### src/hdl/multimode_pid_controller_top_assert.svh
// assertion macros for the multimode pid controller
// used by multimode_pid_controller_top; expects clk and rst_n in scope
`ifndef MULTIMODE_PID_CONTROLLER_TOP_ASSERT_SVH
`define MULTIMODE_PID_CONTROLLER_TOP_ASSERT_SVH

`ifndef SYNTH
// same-cycle implication, disabled in reset
`define MPID_ASSERT_NOW(lbl, ante, cons) \
  lbl: assert property (@(posedge clk) disable iff (!rst_n) (ante) |-> (cons)) \
    else $error("mpid assertion failed");
// next-cycle implication, disabled in reset
`define MPID_ASSERT_NEXT(lbl, ante, cons) \
  lbl: assert property (@(posedge clk) disable iff (!rst_n) (ante) |=> (cons)) \
    else $error("mpid assertion failed");
`else
`define MPID_ASSERT_NOW(lbl, ante, cons)
`define MPID_ASSERT_NEXT(lbl, ante, cons)
`endif

`endif

### src/hdl/mpid_pkg.sv
// shared types and constants for the multimode pid controller
// no dependencies
package mpid_pkg;

  localparam int DATA_W      = 16;
  localparam int ERR_W       = 17;
  localparam int SUM_W       = 24;
  localparam int DLIM_W      = 15;
  localparam int ILIM_W      = 23;
  localparam int MODE_W      = 3;
  localparam int CFG_IDX_W   = 3;
  localparam int CFG_DATA_W  = 23;

  localparam int GAIN_FRAC_BITS_DEF = 8;

  localparam logic [DLIM_W-1:0] DLIM_RST = 15'h7fff;
  localparam logic [ILIM_W-1:0] ILIM_RST = 23'h7fffff;

  typedef enum logic [MODE_W-1:0] {
    MODE_INC      = 3'd0,
    MODE_POS      = 3'd1,
    MODE_TRAP_INC = 3'd2,
    MODE_TRAP_POS = 3'd3,
    MODE_POS_RATE = 3'd4
  } mode_t;

  typedef enum logic [CFG_IDX_W-1:0] {
    REG_SETPOINT   = 3'd0,
    REG_GAIN_P     = 3'd1,
    REG_GAIN_I     = 3'd2,
    REG_GAIN_D     = 3'd3,
    REG_DRIVE_LIM  = 3'd4,
    REG_INTEG_LIM  = 3'd5,
    REG_LOOP_MODE  = 3'd6
  } cfg_idx_t;

endpackage

### src/hdl/multimode_pid_controller_top.sv
// multimode fixed-point pid controller, top level
// depends on mpid_pkg and multimode_pid_controller_top_assert.svh
//
// One measured sample and one rate sample go in per transfer and one clamped
// drive value comes out per transfer. The error setpoint - measured is formed
// as the sample is captured; moving the sample on to the output register
// forms the mode's operands, updates the error history and the clamped
// error accumulator, runs the three gain multiplies (Q8.8, each product
// shifted right arithmetically by GAIN_FRAC_BITS), sums the terms and
// clamps to +/- drive_limit into that register, from which out_valid rises.
// A drive value held there for out_ready stalls the capture stage. A new sample
// is taken every cycle while out_ready stays high; while a finished drive
// value waits for out_ready the capture stage takes one more sample and then
// in_ready drops until the output is taken. The single pass through the gain
// multipliers and the accumulator update sets that rate. Modes: 0 incremental
// (the increment alone is output), 1 positional, 2 and 3 the trapezoidal
// variants of those, 4 position plus rate (history frozen, accumulator fed by
// the rate only when gain_i is nonzero); codes 5 to 7 run as incremental.
// Registers are written through cfg_we / cfg_index / cfg_data; the user
// must write them only while no sample is in flight (the block itself does
// not enforce it); index 7 is ignored. Reset clears error history and accumulator.
module multimode_pid_controller_top
  import mpid_pkg::*;
#(
  parameter int GAIN_FRAC_BITS = GAIN_FRAC_BITS_DEF
) (
  input  logic                         clk,
  input  logic                         rst_n,
  // sample channel
  input  logic                         in_valid,
  output logic                         in_ready,
  input  logic signed [DATA_W-1:0]     in_measured,
  input  logic signed [DATA_W-1:0]     in_measured_rate,
  // drive channel
  output logic                         out_valid,
  input  logic                         out_ready,
  output logic signed [DATA_W-1:0]     out_drive,
  // register write port
  input  logic                         cfg_we,
  input  logic [CFG_IDX_W-1:0]         cfg_index,
  input  logic [CFG_DATA_W-1:0]        cfg_data
);

  // product of a 16 bit gain and the widest (accumulator) operand
  localparam int PROD_W = DATA_W + SUM_W;
  // three terms summed, two guard bits
  localparam int ACC_W  = PROD_W + 2;

  // configuration registers
  logic signed [DATA_W-1:0] setpoint_r;
  logic signed [DATA_W-1:0] gain_p_r;
  logic signed [DATA_W-1:0] gain_i_r;
  logic signed [DATA_W-1:0] gain_d_r;
  logic [DLIM_W-1:0]        drive_limit_r;
  logic [ILIM_W-1:0]        integral_limit_r;
  mode_t                    mode_r;

  always_ff @(posedge clk) begin
    if (!rst_n) begin
      setpoint_r       <= '0;
      gain_p_r         <= '0;
      gain_i_r         <= '0;
      gain_d_r         <= '0;
      drive_limit_r    <= DLIM_RST;
      integral_limit_r <= ILIM_RST;
      mode_r           <= MODE_INC;
    end else if (cfg_we) begin
      unique case (cfg_idx_t'(cfg_index))
        REG_SETPOINT:  setpoint_r       <= cfg_data[DATA_W-1:0];
        REG_GAIN_P:    gain_p_r         <= cfg_data[DATA_W-1:0];
        REG_GAIN_I:    gain_i_r         <= cfg_data[DATA_W-1:0];
        REG_GAIN_D:    gain_d_r         <= cfg_data[DATA_W-1:0];
        REG_DRIVE_LIM: drive_limit_r    <= cfg_data[DLIM_W-1:0];
        REG_INTEG_LIM: integral_limit_r <= cfg_data[ILIM_W-1:0];
        REG_LOOP_MODE: mode_r           <= mode_t'(cfg_data[MODE_W-1:0]);
        default: ;  // index beyond the register list
      endcase
    end
  end

  // pipeline handshake: capture stage then output register
  logic s1_valid_r;
  logic out_valid_r;
  logic s1_adv;
  logic in_xfer;

  assign s1_adv   = s1_valid_r && (!out_valid_r || out_ready);
  assign in_ready = !s1_valid_r || s1_adv;
  assign in_xfer  = in_valid && in_ready;

  always_ff @(posedge clk) begin
    if (!rst_n) begin
      s1_valid_r  <= 1'b0;
      out_valid_r <= 1'b0;
    end else begin
      if (in_xfer) begin
        s1_valid_r <= 1'b1;
      end else if (s1_adv) begin
        s1_valid_r <= 1'b0;
      end
      if (s1_adv) begin
        out_valid_r <= 1'b1;
      end else if (out_ready) begin
        out_valid_r <= 1'b0;
      end
    end
  end

  // capture stage: current error and rate sample
  logic signed [ERR_W-1:0]  s1_err_r;
  logic signed [DATA_W-1:0] s1_rate_r;

  always_ff @(posedge clk) begin
    if (in_xfer) begin
      s1_err_r  <= ERR_W'({setpoint_r[DATA_W-1], setpoint_r})
                 - ERR_W'({in_measured[DATA_W-1], in_measured});
      s1_rate_r <= in_measured_rate;
    end
  end

  // error history and accumulator
  logic signed [ERR_W-1:0] err_prev_r, err_prev_nxt;
  logic signed [ERR_W-1:0] err_prev2_r, err_prev2_nxt;
  logic signed [SUM_W-1:0] err_sum_r, err_sum_nxt;

  // operand candidates
  logic signed [ERR_W:0]   diff1;     // e0 - e1
  logic signed [ERR_W+1:0] diff2;     // e0 - 2*e1 + e2
  logic signed [ERR_W:0]   pair_sum;  // e0 + e1
  logic signed [ERR_W-1:0] trap_avg;  // (e0 + e1) >>> 1
  logic signed [ERR_W-1:0] neg_rate;

  assign diff1    = {s1_err_r[ERR_W-1], s1_err_r} - {err_prev_r[ERR_W-1], err_prev_r};
  assign diff2    = {{2{s1_err_r[ERR_W-1]}}, s1_err_r}
                  - {err_prev_r[ERR_W-1], err_prev_r, 1'b0}
                  + {{2{err_prev2_r[ERR_W-1]}}, err_prev2_r};
  assign pair_sum = {s1_err_r[ERR_W-1], s1_err_r} + {err_prev_r[ERR_W-1], err_prev_r};
  assign trap_avg = pair_sum[ERR_W:1];
  assign neg_rate = -{s1_rate_r[DATA_W-1], s1_rate_r};

  // accumulator step, clamped to +/- integral_limit
  logic signed [SUM_W:0]   acc_inc;
  logic signed [SUM_W:0]   acc_raw;
  logic signed [SUM_W:0]   ilim;
  logic                    acc_en;

  assign ilim    = $signed({2'b00, integral_limit_r});
  assign acc_raw = {err_sum_r[SUM_W-1], err_sum_r} + acc_inc;

  always_comb begin
    acc_en  = 1'b0;
    acc_inc = '0;
    unique case (mode_r)
      MODE_POS: begin
        acc_en  = 1'b1;
        acc_inc = (SUM_W+1)'(s1_err_r);
      end
      MODE_TRAP_POS: begin
        acc_en  = 1'b1;
        acc_inc = (SUM_W+1)'(trap_avg);
      end
      MODE_POS_RATE: begin
        // rate only feeds the accumulator while the integral path is in use
        acc_en  = (gain_i_r != '0);
        acc_inc = (SUM_W+1)'(s1_rate_r);
      end
      default: ;
    endcase
  end

  always_comb begin
    err_sum_nxt = err_sum_r;
    if (acc_en) begin
      priority if (acc_raw > ilim) begin
        err_sum_nxt = ilim[SUM_W-1:0];
      end else if (acc_raw < -ilim) begin
        err_sum_nxt = SUM_W'(-ilim);
      end else begin
        err_sum_nxt = acc_raw[SUM_W-1:0];
      end
    end
  end

  // history shifts except in position-rate mode
  always_comb begin
    err_prev_nxt  = s1_err_r;
    err_prev2_nxt = err_prev_r;
    if (mode_r == MODE_POS_RATE) begin
      err_prev_nxt  = err_prev_r;
      err_prev2_nxt = err_prev2_r;
    end
  end

  always_ff @(posedge clk) begin
    if (!rst_n) begin
      err_prev_r  <= '0;
      err_prev2_r <= '0;
      err_sum_r   <= '0;
    end else if (s1_adv) begin
      err_prev_r  <= err_prev_nxt;
      err_prev2_r <= err_prev2_nxt;
      err_sum_r   <= err_sum_nxt;
    end
  end

  // gain operands per mode
  logic signed [ERR_W:0]   p_opd;
  logic signed [SUM_W-1:0] i_opd;
  logic signed [ERR_W+1:0] d_opd;

  always_comb begin
    unique case (mode_r)
      MODE_POS, MODE_TRAP_POS: begin
        p_opd = (ERR_W+1)'(s1_err_r);
        i_opd = err_sum_nxt;
        d_opd = (ERR_W+2)'(diff1);
      end
      MODE_TRAP_INC: begin
        p_opd = diff1;
        i_opd = SUM_W'(trap_avg);
        d_opd = diff2;
      end
      MODE_POS_RATE: begin
        // with gain_i at zero the integral term is zero whatever the operand
        p_opd = (ERR_W+1)'(s1_err_r);
        i_opd = err_sum_nxt;
        d_opd = (ERR_W+2)'(neg_rate);
      end
      default: begin
        // incremental, also the unused codes
        p_opd = diff1;
        i_opd = SUM_W'(s1_err_r);
        d_opd = diff2;
      end
    endcase
  end

  // gain products, each shifted on its own
  logic signed [PROD_W-1:0] prod_p, prod_i, prod_d;
  logic signed [PROD_W-1:0] term_p, term_i, term_d;
  logic signed [ACC_W-1:0]  drive_sum;
  logic signed [ACC_W-1:0]  dlim;
  logic signed [DATA_W-1:0] drive_nxt;

  assign prod_p = PROD_W'(gain_p_r) * PROD_W'(p_opd);
  assign prod_i = PROD_W'(gain_i_r) * PROD_W'(i_opd);
  assign prod_d = PROD_W'(gain_d_r) * PROD_W'(d_opd);

  assign term_p = prod_p >>> GAIN_FRAC_BITS;
  assign term_i = prod_i >>> GAIN_FRAC_BITS;
  assign term_d = prod_d >>> GAIN_FRAC_BITS;

  assign drive_sum = ACC_W'(term_p) + ACC_W'(term_i) + ACC_W'(term_d);
  assign dlim      = $signed({{(ACC_W-DLIM_W){1'b0}}, drive_limit_r});

  // symmetric clamp; drive_limit below 2^15 keeps the value in 16 bits
  always_comb begin
    priority if (drive_sum > dlim) begin
      drive_nxt = dlim[DATA_W-1:0];
    end else if (drive_sum < -dlim) begin
      drive_nxt = DATA_W'(-dlim);
    end else begin
      drive_nxt = drive_sum[DATA_W-1:0];
    end
  end

  logic signed [DATA_W-1:0] out_drive_r;

  always_ff @(posedge clk) begin
    if (s1_adv) begin
      out_drive_r <= drive_nxt;
    end
  end

  assign out_valid = out_valid_r;
  assign out_drive = out_drive_r;

  // checks
  `include "multimode_pid_controller_top_assert.svh"

  // a free output register always lets a sample in
  `MPID_ASSERT_NOW(a_ready_when_free, !out_valid_r || out_ready, in_ready)
  // a captured sample stays in the capture stage until it can move on
  `MPID_ASSERT_NEXT(a_capture_held, s1_valid_r && !s1_adv, s1_valid_r)
  // position-rate mode freezes the error history
  `MPID_ASSERT_NEXT(a_hist_frozen, s1_adv && mode_r == MODE_POS_RATE, $stable(err_prev_r))
  // a disabled accumulator step, as in the incremental modes, leaves the accumulator unchanged
  `MPID_ASSERT_NEXT(a_sum_idle, s1_adv && !acc_en, $stable(err_sum_r))

endmodule
### config.mk
export PLATFORM = sky130hd
export DESIGN_NAME = multimode_pid_controller_top
export DESIGN_NICKNAME = d
export VERILOG_FILES = /design/src/hdl/mpid_pkg.sv /design/src/hdl/multimode_pid_controller_top.sv
export VERILOG_INCLUDE_DIRS = /design/src /design/src/hdl
export SDC_FILE = /design/constraint.sdc
export NUM_CORES = 2
export LEC_CHECK = 0
export BUFFER_PORTS_ARGS = -buffer_cell sky130_fd_sc_hd__buf_2
export CAP_MARGIN = 20
export CELL_PAD_IN_SITES_DETAIL_PLACEMENT = 0
export CELL_PAD_IN_SITES_GLOBAL_PLACEMENT = 1
export CORE_MARGIN = 2
export CORE_UTILIZATION = 52
export CTS_BUF_LIST = sky130_fd_sc_hd__clkbuf_8 sky130_fd_sc_hd__clkbuf_16
export DETAILED_ROUTE_END_ITERATION = 10
export PLACE_DENSITY_LB_ADDON = 0.1
export SKIP_LAST_GASP = 1
export SLEW_MARGIN = 20
export SYNTH_ARGS = -nofsm -noshare
export SYNTH_HDL_FRONTEND = slang
export SYNTH_SLANG_ARGS = --single-unit
export TNS_END_PERCENT = 5
### constraint.sdc
create_clock -name clk -period 19.8 [get_ports clk]
set_clock_uncertainty 0.1 [all_clocks]
set_input_delay 3.96 -clock clk [delete_from_list [all_inputs] [get_ports clk]]
set_output_delay 3.96 -clock clk [all_outputs]
set_load 0.005 [all_outputs]
==> out/summary.txt <==
OUTCOME
-------------------------------------------------------------------------------------
Status ................................................................. finished clean

SYNTHESIS
-------------------------------------------------------------------------------------
Share of the synthesized area in the top cell type .....................        0.372
Part of the Yosys area used for sequential elements ....................       0.0871
Gate Count Post-Synth ..................................................         6394
Area leader, netlist ...................................................         fa_1
Synth Cell Area ........................................................   0.0548 mm²
Flop and latch count out of synthesis ..................................          214
Most common library cells after synthesis .............................. inv_1, fa_1, nand2_1
Per-instance average area after synthesis ..............................     8.57 µm²
Net count after synthesis ..............................................         7964
Post-synth EDFFs .......................................................           49
Area contributors post-synth ........................................... fa_1, ha_1, inv_1, dfxtp_1, nand2_1
Number of warnings issued by yosys .....................................            0
Async S/R FF share, synth ..............................................            0
Most common cell in the synthesized netlist ............................        inv_1
Count of different cell masters after synthesis ........................           86
Most frequently used flop master after synthesis .......................      dfxtp_1

DRT
-------------------------------------------------------------------------------------
Routed via count divided by cell count .................................         5.59
Residual DRC count .....................................................            0
Total wire length after detailed routing ...............................    168000 µm
Initial drt markers ....................................................         3030
Antenna Violating Nets Remaining .......................................            0
First-pass iteration count of the detailed router ......................            5
Routed via count .......................................................        43800
Routed wire per std cell ...............................................      21.5 µm

GLOBAL ROUTE
-------------------------------------------------------------------------------------
Total track usage ......................................................        0.318
Residual overflow from global routing ..................................            0
Antenna violations before repair .......................................           11
Vias in the first global route .........................................        45400
Global-route wire length before repair .................................    264000 µm
Maximum number of pins on one net before global-route repair ...........           75

STA
-------------------------------------------------------------------------------------
Final Hold Slack .......................................................       356 ps
Total setup violations reported at the end of the flow .................            0
Number of hold violations in the final report ..........................            0
Period minus WS final ..................................................     18920 ps
Slack of the critical path .............................................       883 ps
Achievable Freq ........................................................   0.0529 GHz
Ratio of final minimum period to clock period ..........................        0.955
Slew margin rel. .......................................................        0.216
Tightest Pin Transition ................................................      1170 ps
Max-slew violation count ...............................................            0

FINAL LAYOUT
-------------------------------------------------------------------------------------
Sequential standard cell area ..........................................  0.00478 mm²
Fill cell count ........................................................         9836
Share of final-layout standard cells stronger than drive strength 1 ....       0.0750
Net count, final .......................................................         7993
Non-Filler Instances ...................................................         7837
Area taken by multi-input logic gates ..................................   0.0452 mm²
Area growth from synthesis to layout ...................................        7.98%

FLOORPLAN
-------------------------------------------------------------------------------------
Floorplan row count ....................................................          119
Initial cell density of the core .......................................        0.522
Chip Height ............................................................       329 µm
Die Footprint ..........................................................    0.108 mm²
Horiz. Die Dim .........................................................       329 µm
Number of primary I/O pins .............................................           81
Area of the core .......................................................    0.105 mm²

POWER AND IR DROP
-------------------------------------------------------------------------------------
Power density normalized to cell area ..................................  61.0 mW/mm²
Leakage dissipation ....................................................      27.1 nW
Max rail drop VDD ......................................................    0.0965 mV
Post-route total power .................................................    0.00361 W

SETUP PATH
-------------------------------------------------------------------------------------
Bufs and invs on worst path ............................................            8
R2R cell count .........................................................           80
Delay-heaviest family, CP .............................................. compound AO/OA/AOI/OAI gates
Maximum fanout along the worst path ....................................           37
Required time reported for the critical path endpoint ..................     20020 ps
Worst path arrival time ................................................     19140 ps
Standard cell with the maximum stage delay on the critical path ........         fa_1
Kind of critical path .................................................. flip-flop to flip-flop
Crit path capture type .................................................    flip-flop
Startpoint type of the worst setup path ................................    flip-flop
Maximum cell stage delay along the critical path .......................       560 ps
Logic depth of the worst path, buffers included ........................           80

PLACED DESIGN
-------------------------------------------------------------------------------------
Setup Slack @ Placement ................................................     -94.6 ps
Count of buffers from port buffering ...................................           80
GP Congestion ..........................................................        0.953
Final HPWL from detailed placement .....................................    136000 µm
Cell Count Post-Placement ..............................................         7740

WORST HOLD PATH
-------------------------------------------------------------------------------------
Worst hold-check path type ............................................. flip-flop to flip-flop
Worst hold path stage count ............................................            2

CLOCK TREE
-------------------------------------------------------------------------------------
Clock-pin slew of the registers on the worst-case setup and hold paths .        70 ps
Clock tree from TritonCTS ..............................................          yes
Worst-Skew Late Latency ................................................       630 ps
Number of sinks handled by clock tree synthesis ........................          214
Post-cts hold buffer count .............................................            0
Number of buffers created by CTS .......................................           28
Max clock buf depth ....................................................            3
Clock root cell ........................................................    clkbuf_16
Number of H-tree branching levels ......................................            1

FLOW RUN
-------------------------------------------------------------------------------------
Max-capacitance violation count ........................................            0

per-stage QoR:
step / instance area (µm²) / setup TNS [ps] / util
after floorplan: 54800 / 0 / -
after global placement: 57100 / 0 / 0.544
after detailed placement: 57100 / -355 / 0.544
after CTS: 58100 / 0 / 0.554
after global routing: 59200 / -583 / 0.564
final: 59200 / 0 / 0.564
worst register-to-register path, delay by kind of cell, from the launching register on:
family,cells,cell delay (ps)
compound gates,38,7080
simple gates,16,2910
fa+ha+maj,14,5640
buf+inv,8,1310
xor+xnor,3,950
flops,1,460
mux,1,180
layout make-up:
class / instances / area share
diodes: 2 / 0.0000845
clock buffers: 33 / 0.0134
clock inverters: 18 / 0.00239
inverters: 1240 / 0.0787
multi-input cells: 4677 / 0.763
flip-flops and latches: 214 / 0.0807
well taps: 1391 / 0.0294
repair buffers: 262 / 0.0319
state kept, by name, summed over array words and instances (netlist names):
register          count
mode_r                3
out_valid             1
s1_err_r             17
drive_limit_r        15
out_drive            16
gain_d_r             16
s1_valid_r            1
integral_limit_r     23
setpoint_r           16
err_prev2_r          17
gain_i_r             16
err_prev_r           17
s1_rate_r            16
gain_p_r             16
err_sum_r            24
path summary, 6_finish.rpt:
check | from | to | slack [ps]
worst min-delay path | err_prev2_r[9] | err_prev2_r[9] | 360
worst min register to register | err_prev2_r[9] | err_prev2_r[9] | 360
worst max-delay path | s1_err_r[1] | out_drive[5] | 880
worst max register to register | s1_err_r[1] | out_drive[5] | 880
power breakdown:
group	internal, W	switching [W]	leakage (nW)	total (W)
Clock	0.000299	0.000234	0.491	0.000533
Sequential	0.000505	0.0000540	1.81	0.000559
Combinational	0.000995	0.00152	24.8	0.00252
Total	0.00180	0.00181	27.1	0.00361
repair_timing:
| item | in CTS | in global routing |
|---|---|---|
| cloned | 0 | 4 |
| resized for setup | 7 | 156 |
| setup endpoints to repair | 12 | 16 |
| setup buffers | 0 | 39 |
| pin swaps | 0 | 40 |
placed cells by master (no fill, tap or decap), drive strengths merged, types with 88 or more instances in the layout:
master	synthesis	final
nand2	847	847
nand3	88	88
o21ai	207	207
and2	347	347
dfxtp	165	165
xnor2	172	172
ha	488	488
a21oi	287	287
buf	12	259
nor2	240	240
fa	1019	1019
inv	1238	1248
cells by family (layout without fill, tap and decap cells):
kind of cell,Yosys count,after routing,synth area share
simple gates,1933,1933,0.169
fa+ha+maj,1509,1509,0.484
buf+inv,1503,1553,0.103
compound gates,972,972,0.114
xor+xnor,218,218,0.0348
flops,214,214,0.0871
mux,45,45,0.00833
other cells,0,2,0
metal layers:
metal  share of wire  global-route usage
met4           0.045               0.113
met3           0.058              0.0355
met1            0.43               0.432
met2            0.47               0.526
met5         0.00025                   0
(Power assumes the default switching activity.)
